File: config.mk
export PLATFORM = sky130hd
export DESIGN_NAME = kpht_queue
export DESIGN_NICKNAME = d
export VERILOG_FILES = /design/src/hw/rtl/kmer_presence_hash_table_core_macros.svh /design/src/hw/rtl/kpht_queue.sv
export SDC_FILE = /design/constraint.sdc
export NUM_CORES = 1
export LEC_CHECK = 0
export BUFFER_PORTS_ARGS = -buffer_cell sky130_fd_sc_hd__buf_4
export CORE_MARGIN = 2
export CORE_UTILIZATION = 44
export CTS_CLUSTER_DIAMETER = 120
export DETAILED_ROUTE_END_ITERATION = 10
export GPL_TIMING_DRIVEN = 0
export PLACE_DENSITY = 0.72
export SLEW_MARGIN = 5
export SYNTH_ARGS = -nofsm -noshare
export SYNTH_HDL_FRONTEND = slang
export SYNTH_SLANG_ARGS = --single-unit
File: constraint.sdc
create_clock -name clk -period 1.3 [get_ports clk]
set_input_delay 0.195 -clock clk [delete_from_list [all_inputs] [get_ports clk]]
set_output_delay 0.195 -clock clk [all_outputs]
set_load 0.01 [all_outputs]
File: src/hw/rtl/kmer_presence_hash_table_core_macros.svh
// Assertion macros for the k-mer table RTL (used by kpht_back).
// No dependencies; include with the bare file name.
`ifndef KMER_PRESENCE_HASH_TABLE_CORE_MACROS_SVH
`define KMER_PRESENCE_HASH_TABLE_CORE_MACROS_SVH

// Same-cycle implication, disabled while in reset.
`define KPHT_ASSERT_IMP(label, clk, rst_n, ante, cons, msg) \
	label: assert property (@(posedge clk) disable iff (!rst_n) (ante) |-> (cons)) \
		else $error(msg);

// Next-cycle implication, disabled while in reset.
`define KPHT_ASSERT_NXT(label, clk, rst_n, ante, cons, msg) \
	label: assert property (@(posedge clk) disable iff (!rst_n) (ante) |=> (cons)) \
		else $error(msg);

`endif

File: src/hw/rtl/kpht_queue.sv
// Two-entry job queue between front and back end.
// No dependencies.
`timescale 1ns / 1ps
module kpht_queue #(
	parameter int W = 8
) (
	input  logic         clk,
	input  logic         arst_n,
	input  logic         push_valid,
	output logic         push_ready,
	input  logic [W-1:0] push_data,
	output logic         pop_valid,
	input  logic         pop_ready,
	output logic [W-1:0] pop_data
);
	logic [W-1:0] ent_q [2];
	logic         wp_q, rp_q;
	logic [1:0]   cnt_q;
	logic         do_push, do_pop;

	assign push_ready = (cnt_q != 2'd2);
	assign pop_valid  = (cnt_q != 2'd0);
	assign pop_data   = ent_q[rp_q];
	assign do_push    = push_valid && push_ready;
	assign do_pop     = pop_valid && pop_ready;

	always_ff @(posedge clk or negedge arst_n) begin
		if (!arst_n) begin
			wp_q  <= 1'b0;
			rp_q  <= 1'b0;
			cnt_q <= 2'd0;
		end else begin
			if (do_push) begin
				wp_q <= ~wp_q;
			end
			if (do_pop) begin
				rp_q <= ~rp_q;
			end
			if (do_push && !do_pop) begin
				cnt_q <= cnt_q + 2'd1;
			end else if (do_pop && !do_push) begin
				cnt_q <= cnt_q - 2'd1;
			end
		end
	end

	always_ff @(posedge clk) begin
		if (do_push) begin
			ent_q[wp_q] <= push_data;
		end
	end
endmodule

======== Word-level counts from Yosys, hierarchy flattened ========
Memories as Yosys holds them, arrays and structs flattened.
Cells that the tools add are included.
word-level totals
  bits in latches ......................... 0
  RAM bits ................................ 16
  output and inout port bits .............. 10
  bits of input ports ..................... 12
  ROM bits ................................ 0
  memories ................................ 1
  flip-flop bits (word level) ............. 4
operators by class
  shift-type cells ........................ 0
  mux-type cells .......................... 4
  reduce and logical (&&, ||, !) cells .... 8
  div/mod/pow operators ................... 0
  magnitude comparators ................... 0
  equality and inequality tests ........... 1
  multipliers ............................. 0
  bitwise operators ....................... 2
  $add $sub $neg .......................... 2
memories
  name   depth  width  read ports  clocked after memory_dff  wr ports  RTL line          text
  ent_q  2      8      1           0                         1         kpht_queue.sv:16  logic [W-1:0] ent_q [2];
operator list
  cell                                                                number
  1-bit logical AND                                                   4
  2-bit 2-to-1 mux                                                    2
  2-bit nonzero test                                                  2
  2-bit by 1-bit adder with 2-bit output, second input constant       1
  1-bit zero test                                                     2
  1-bit 2-to-1 mux                                                    2
  2-bit != test, second input constant                                1
  1-bit inverter                                                      2
  2-bit by 1-bit subtractor with 2-bit output, second input constant  1

======== Depth between registers and ports, before layout ========
Gate-level depths: netlist of the first run.
  depth after elaboration ................. 6
  depth in mapped cells ................... 7
  depth with buffers taken out ............ 7

======== Worst setup path after synthesis of the first run ========
OpenSTA, ideal clock, no wires.
  path kind ............................... reg2reg
  start ................................... register cnt_q[0]
  end ..................................... memory ent_q[0][0] (enable)
  arrival ................................. 1.016 ns
  required time ........................... 0.930 ns
  library setup time ...................... 0.370 ns
  period minus slack after synthesis ...... 1.386 ns
  stages on the path, launching flop included .. 4
  path slack .............................. -0.086 ns
  cells stage by stage .................... dfrtp_1 nand2b_4 nand2_1 nor2_1
on the way
  longest elaborated chain between the ends .. 4
RTL lines
  what                                    RTL line          text
  start, declared                         kpht_queue.sv:18  logic [1:0] cnt_q;
  start signal, assigned                  kpht_queue.sv:40  cnt_q <= cnt_q + 2'd1;
  start signal, assigned                  kpht_queue.sv:42  cnt_q <= cnt_q - 2'd1;
  2-bit != test                           kpht_queue.sv:21  assign push_ready = (cnt_q != 2'd2);
  via push_ready                          kpht_queue.sv:10  output logic push_ready,
  1-bit logical AND                       kpht_queue.sv:24  assign do_push = push_valid && push_ready;
  1-bit 2-to-1 mux                        kpht_queue.sv:48  if (do_push) begin
  1-bit 2-to-1 mux (not written as such)  kpht_queue.sv:49  ent_q[wp_q] <= push_data;
  end, declared                           kpht_queue.sv:16
The timed path passes the listed nets, and every way through them passes these cells.

======== Worst setup path in the final report of the first run ========
  start ................................... register rp_q
  end ..................................... output port pop_data[2]
on the way
  longest elaborated chain between the ends .. 1
RTL lines
  what                    RTL line          text
  start, declared         kpht_queue.sv:17  logic wp_q, rp_q;
  start signal, assigned  kpht_queue.sv:37  rp_q <= ~rp_q;
  memory read 2 x 8 bit   n/a
  end, declared           kpht_queue.sv:14  output logic [W-1:0] pop_data
Every way passes these cells.

==> results by group, run 1 <==
Drt
  • Drt initial violations: 9
  • DR WL/cell: 13.2 um
  • DR vias: 473
  • Via density: roughly 4.6
  • DRT antenna net count: 0
  • Routed WL: 1.35 mm
  • TritonRoute pass-1 iters: 2
  • DRC viols: 0

Synthesis
  • Net Count, Synth: 56
  • Sequential-to-total area share from yosys stat: around three quarters
  • Yosys top cell by area: edfxtp_1
  • Synthesis Warnings: 0
  • Main synth FF type: edfxtp_1
  • Synth top cells by count: 16 x edfxtp_1, 8 x mux2_2, 4 x dfrtp_1, 3 x xnor2_1
  • Async SR Flop Fraction: 20.0%
  • Post-Syn Instances: 43
  • EDFF count, synth: 16
  • Top cells by area, synth: edfxtp_1 61%, dfrtp_1 13%, mux2_2 11%, xnor2_1 3.3%, xor2_1 2.2%
  • Synthesized area per cell: 18.3 um^2
  • Top-area cell type share of the netlist area: 61.0%
  • Count leader, synth: edfxtp_1
  • Mapped cell area: approximately 790 um^2
  • Flop and latch count out of synthesis: 20
  • Distinct cell type count after synthesis: 14

Worst setup path
  • Max incr delay on CP: between 0.4 and 0.5 ns
  • Critical path class: flop to primary output
  • Most common cell on crit path: buf_6
  • Slowest-stage cell, CP: dfrtp_1
  • Crit path max fanout: 5
  • Cell chain of the critical path: buf_6 -> mux2_4 -> buf_6
  • Required @ worst endpoint: 1.11 ns
  • Startpoint Class: flop
  • Reg2Reg Depth: 6
  • CP Data Arrival Time: ~1.3 ns
  • CP Capture Type: primary output

STA
  • Endpoints failing setup: 10
  • TNS Setup: -1.48 ns
  • Max_slew headroom: 82.4%
  • Hold Fails Final Rpt: 0
  • Slew @ Worst Pin: 0.263 ns
  • Final slew viol count: 0
  • RSZ-0062 raised after global routing: true
  • Fmax: 677 MHz
  • Post-layout min period: 1.48 ns
  • Final worst-path setup slack: -0.176 ns
  • Setup Skew: about 0.012 ns
  • Hold Slack: just over 0.07 ns
  • Period utilization: 114%

Final layout
  • Final core occ: 69.0%
  • Design Area, Final: ~1200 um^2
  • P&R area growth vs syn: 49.8%
  • Filler instances: roughly 130
  • Fin nets: 91
  • Share of layout cells above drive strength 1: between 60% and 70%
  • Diode count: 0

Floorplanning
  • Die ar.: ~2100 um^2
  • Die X: ~46 um
  • Row cnt: 15
  • Core Area: roughly 1700 um^2
  • IO Count: 22
  • Chip height: roughly 46 um
  • Initial Util: a little under half

Placed design
  • DPL Wire Length: roughly 860 um
  • Gpl congestion: between 0.5 and 0.6
  • IO Port Bufs: 21
  • Post-DP Area: 998 um^2

Clocking
  • Deepest clock path buffer count: 2
  • TritonCTS buffer count: 3
  • Sinks on Clock Net: 20
  • Root Buffer Master: clkbuf_4
  • CTS clock-pin slew for the worst setup and hold paths: 0.11 ns
  • # H-tree levels: 1
  • CTS tree: yes
  • Worst-Skew Late Latency: roughly 0.30 ns

Pwr
  • Leakage: roughly 0.49 nW
  • Maximum vdd drop: 1.26 mV
  • Pwr Density: ~2200 nW/um^2

Global routing
  • Initial antenna violation count: 0
  • First-pass GRT wire length: ~1.9 mm
  • Tot GR Track Use: 13.0%
  • Largest net degree at the start of global routing: 12
  • Vias in the first global route: ~460
  • Grt total ovfl: 0

Outcome
  • Status: finished, violations left
  • Violated checks: negative setup slack

Min path
  • Hold Crit Class: primary input to flop
  • WHS Path Cells: 1

Run
  • # Max-Cap Violations: 0
## through the flow
stage	setup slack [ns]	total power, W	std cells
2_1_floorplan	-0.0283	0.00157	43
3_3_place_gp	-0.0507	0.00188	89
3_5_place_dp	-0.0832	0.00191	89
4_1_cts	-0.157	0.00234	98
5_1_grt	-0.221	0.00276	102
6_report	-0.176	0.00261	102
## routing by layer
layer / GRT usage [%] / part of all wire, % / wire length [um] / up-vias
met3: 3.92 / 3.6 / 48 / 2
met1: 13.8 / 38 / 506 / 237
met2: 24.4 / 58 / 777 / 13
met5: 0 / 0 / 0 / -
li1: - / - / - / 221
met4: 3.43 / 1.3 / 17 / 0
## kinds of logic (layout without fill, tap and decap cells)
kind of cell | after synthesis | after routing | share of synthesized area [%]
AND/OR/NAND/NOR | 7 | 7 | 6.52
adder cells (fa/ha/maj) | 1 | 1 | 1.59
XOR/XNOR | 5 | 5 | 5.57
flip-flops | 20 | 20 | 73.8
multiplexers | 8 | 8 | 11.4
buffers and inverters | 2 | 36 | 1.11
## path summary, 6_finish.rpt
path	startpoint	end	slack [ns]
max reg2reg	cnt_q[1]	cnt_q[1]	-0.07
min reg2reg	wp_q	wp_q	0.56
min	push_data[7]	ent_q[0][7]	0.07
min in group asynchronous	arst_n	wp_q	0.21
max	rp_q	pop_data[2]	-0.18
max in group asynchronous	arst_n	cnt_q[1]	0.96
## sequential cells by signal, indices dropped and copies added (netlist names)
register / count
wp_q: 1
rp_q: 1
cnt_q: 2
ent_q: 16
## critical path: cells and delay by family (launching register included)
family,cells,cell delay (ns)
mux,1,0.30
flops,1,0.42
buf+inv,2,0.27
## cell type report
class	instances	area [um^2]	share of cell area (%)
buffer	1	11.3	0.955
clock buffer	4	26.3	2.23
inverter	1	3.75	0.318
multi-input combinational	21	255	21.7
sequential	20	582	49.4
tap	25	31.3	2.65
timing repair buffer	30	269	22.8
## report_power, final
part           total, W  switching (W)  internal, W
registers       0.00100       0.000101     0.000899
logic           0.00131       0.000508     0.000799
clock network  0.000301       0.000182     0.000119
total           0.00261       0.000790      0.00182
## cell usage in the layout, fill, tap and decap left out
| master | instances |
|---|---|
| xor2_2 | 1 |
| dlygate4sd3_1 | 1 |
| nor2_4 | 1 |
| xor2_1 | 1 |
| nand2_4 | 2 |
| buf_4 | 18 |
| edfxtp_1 | 16 |
| nor2_2 | 1 |
| and3_2 | 1 |
| nand2b_4 | 1 |
| mux2_2 | 3 |
| mux2_4 | 5 |
| dfrtp_2 | 1 |
| xnor2_1 | 3 |
| clkbuf_4 | 3 |
| or2_4 | 1 |
| buf_6 | 12 |
| dfrtp_1 | 3 |
| inv_2 | 1 |
| ha_4 | 1 |
| clkbuf_1 | 1 |
## timing repair
action,in CTS,in global routing
hold buffers,1,0
setup endpoints to repair,26,10
cloned,0,1
setup buffers,4,3
hold endpoints to repair,4,0
pin swaps,4,6
gates resized for setup,6,19
(Power assumes the default switching activity.)
==> run 2: changes to the inputs <==
- CORE_UTILIZATION: 44 -> 48
- PLACE_DENSITY: 0.72 -> 0.74
- clock period: 1.3 -> 1.57 ns (I/O delays scaled with it)
==> run 2 against run 1 <==
The run now ends clean. Worst hold slack improved by 0.053 ns. Clock power fell by 22%. Sequential share of layout area up 7.7 points. Critical endpoint is now pop_data[1]. Highest routed layer is now met3.
==> results by group, run 2 (synthesis results as in run 1) <==
Pwr
  • Sw Ratio: 30.0% (was 30.3%)
  • Pwr Density: 1770 nW/um^2 (was 2210 nW/um^2)
  • Gate power share: 41.8% (was 50.1%)
  • Psw: 0.000539 W (was 0.000790 W)
  • Maximum vdd drop: 1.28 mV (was 1.26 mV)
  • Leakage: 0.418 nW (was 0.488 nW)
  • Clock power share: 13.1% (was 11.5%)
  • Seq pwr share: 45.1% (was 38.3%)
  • Int Pwr: 0.00126 W (was 0.00182 W)

Drt
  • DR vias: 435 (was 473)
  • TritonRoute pass-1 iters: 4 (was 2)
  • DRT antenna net count: 0 (unchanged)
  • Routed WL: 1.11 mm (was 1.35 mm)
  • Met2 routed WL: 619 um (was 777 um)
  • DR WL/cell: 12.8 um (was 13.2 um)
  • Via density: 5.06 (was 4.64)
  • Drt initial violations: 7 (was 9)
  • DRC viols: 0 (unchanged)
  • Highest metal layer with signal wires: met3 (was met4)
  • Met3 routed WL: 47 um (was 48 um)
  • DRT met1 WL: 438 um (was 506 um)

Final layout
  • P&R area growth vs syn: 29.3% (was 49.8%)
  • Max reg flops: 16 (unchanged)
  • Regs by FF count: ent_q x16, cnt_q x2 (unchanged)
  • Final non-filler cell total: 86 (was 102)
  • Biggest register: ent_q (unchanged)
  • Most common cell after layout, fill and taps aside: buf_4 (unchanged)
  • Share of layout cells above drive strength 1: 54.3% (was 67.5%)
  • Commonest cells after routing, fill and taps aside: 22 x buf_4, 16 x edfxtp_1, 8 x mux2_2 (was 18 x buf_4, 16 x edfxtp_1, 12 x buf_6)
  • Fin nets: 84 (was 91)
  • Diode count: 0 (unchanged)
  • Design Area, Final: 1020 um^2 (was 1180 um^2)
  • Final core occ: 66.7% (was 69.0%)

Worst setup path
  • Startpoint Class: flop (unchanged)
  • Crit path max fanout: 9 (was 5)
  • Required @ worst endpoint: 1.33 ns (was 1.11 ns)
  • Critical path class: flop to primary output (unchanged)
  • CP Data Arrival Time: 1.27 ns (was 1.28 ns)
  • Reg2reg start: cnt_q[0] (was cnt_q[1])
  • Register-to-Register Setup Slack: 0.12 ns (was -0.07 ns)
  • CP Capture Type: primary output (unchanged)
  • R2r endpoint: cnt_q[1] (unchanged)
  • Reg2Reg Depth: 7 (was 6)
  • Max incr delay on CP: 0.35 ns (was 0.42 ns)
  • Cell chain of the critical path: buf_6 -> mux2_2 -> buf_4 (was buf_6 -> mux2_4 -> buf_6)
  • Slowest-stage cell, CP: dfrtp_1 (unchanged)

Run
  • # Max-Cap Violations: 0 (unchanged)

STA
  • Final slew viol count: 0 (unchanged)
  • Fmax: between 600 and 700 MHz
  • Max_slew headroom: 70.4% (was 82.4%)
  • Final worst-path setup slack: 0.0642 ns (was -0.176 ns)
  • Post-layout min period: about 1.5 ns
  • Period utilization: 95.9%
  • Endpoints failing setup: 0 (was 10)
  • Setup Skew: 0.000576 ns (was 0.0119 ns)
  • Slew @ Worst Pin: 0.444 ns (was 0.263 ns)
  • Hold Fails Final Rpt: 0 (unchanged)

Clocking
  • Deepest clock path buffer count: 2 (unchanged)
  • # H-tree levels: 1 (unchanged)
  • TritonCTS buffer count: 3 (unchanged)
  • CTS tree: yes (unchanged)
  • Worst-Skew Late Latency: 0.29 ns (was 0.30 ns)
  • Root Buffer Master: clkbuf_4 (unchanged)
  • Sinks on Clock Net: 20 (unchanged)
  • CTS clock-pin slew for the worst setup and hold paths: 0.10 ns (was 0.11 ns)

Global routing
  • Grt total ovfl: 0 (unchanged)
  • Vias in the first global route: 421 (was 464)
  • Initial antenna violation count: 0 (unchanged)
  • First-pass GRT wire length: 1.70 mm (was 1.90 mm)
  • Tot GR Track Use: 12.6% (was 13.0%)
  • Largest net degree at the start of global routing: 12 (unchanged)

Floorplanning
  • Die ar.: 1980 um^2 (was 2140 um^2)
  • Chip height: 44.5 um (was 46.3 um)
  • Row cnt: 14 (was 15)
  • IO Count: 22 (unchanged)
  • Initial Util: 51.6% (was 46.1%)
  • Core Area: 1520 um^2 (was 1710 um^2)
  • Die X: 44.5 um (was 46.3 um)

Placed design
  • IO Port Bufs: 21 (unchanged)
  • Gpl congestion: 0.641 (was 0.590)
  • Placed insts: 80 (was 89)
  • Placement Setup Slack: -0.0559 ns (was -0.0832 ns)
  • DPL Wire Length: 805 um (was 864 um)
  • Post-DP Area: 965 um^2 (was 998 um^2)

Min path
  • WHS Endpoint: ent_q[1][0] (was ent_q[0][7])
  • Hold Crit Class: primary input to flop (unchanged)
  • Hold_sp: push_data[0] (was push_data[7])
  • WHS Path Cells: 1 (unchanged)

Outcome
  • Status: complete, no violations (was finished, violations left)
[run 2: cell types whose count changed in the layout (fill, tap and decap cells not counted), moves of 4 or more]
cell,delta
mux2_4,-5
buf_4,+4
buf_6,-11
mux2_2,+5
[run 2: final cells by class]
class	count	area, um^2
sequential	20	581
fill	127	507
multi-input combinational	21	200
timing repair buffer	23	175
clock buffer	3	22.5
tap	16	20.0
buffer	1	11.3
clock inverter	1	3.75
inverter	1	3.75
[run 2: worst max path at each step]
stage | startpoint | to | depth (start not counted)
detailed placement | cnt_q[0] | ent_q[0][1] | 3
finish | rp_q | pop_data[1] | 3
global route | cnt_q[0] | cnt_q[1] | 7
CTS | rp_q | pop_data[6] | 3
floorplan | cnt_q[0] | ent_q[0][0] | 3
global placement | cnt_q[0] | ent_q[0][1] | 3
[run 2: worst max-delay path: cells and delay by family, from the launching register on]
kind / cells / cell delay (ns)
multiplexers: 1 / 0.34
buffers and inverters: 2 / 0.28
flip-flops: 1 / 0.35
[run 2: power groups by stage]
stage                     combinational [W]  sequential, W  clock, W
final                              0.000751       0.000811  0.000235
after detailed placement           0.000715       0.000822         0
after global placement             0.000709       0.000815         0
after floorplan                    0.000460       0.000807         0
after global routing               0.000808       0.000827  0.000259
after CTS                          0.000732       0.000814  0.000242
[run 2: through the flow]
step | total power, W | setup TNS (ns) | hold slack [ns]
finish | 0.00180 | 0 | 0.123
global route | 0.00189 | -0.000857 | 0.104
CTS | 0.00179 | 0 | 0.113
detailed placement | 0.00154 | -0.445 | 0.0349
global placement | 0.00152 | -0.0871 | 0.0351
floorplan | 0.00127 | 0 | -0.0601
[run 2: repair_timing]
action                                 CTS  global route
setup endpoints to repair               16             2
pin swaps                                0             0
buffers inserted                         0             1
endpoints found under the hold margin    4             0
resized for setup                        2             1
hold buffers                             1             0
[run 2: metal layers]
| layer | vias to the layer above | global-route usage, % |
|---|---|---|
| met5 | - | 0 |
| li1 | 209 | - |
| met3 | 0 | 3.67 |
| met4 | 0 | 3.64 |
| met1 | 212 | 14.0 |
| met2 | 14 | 22.9 |
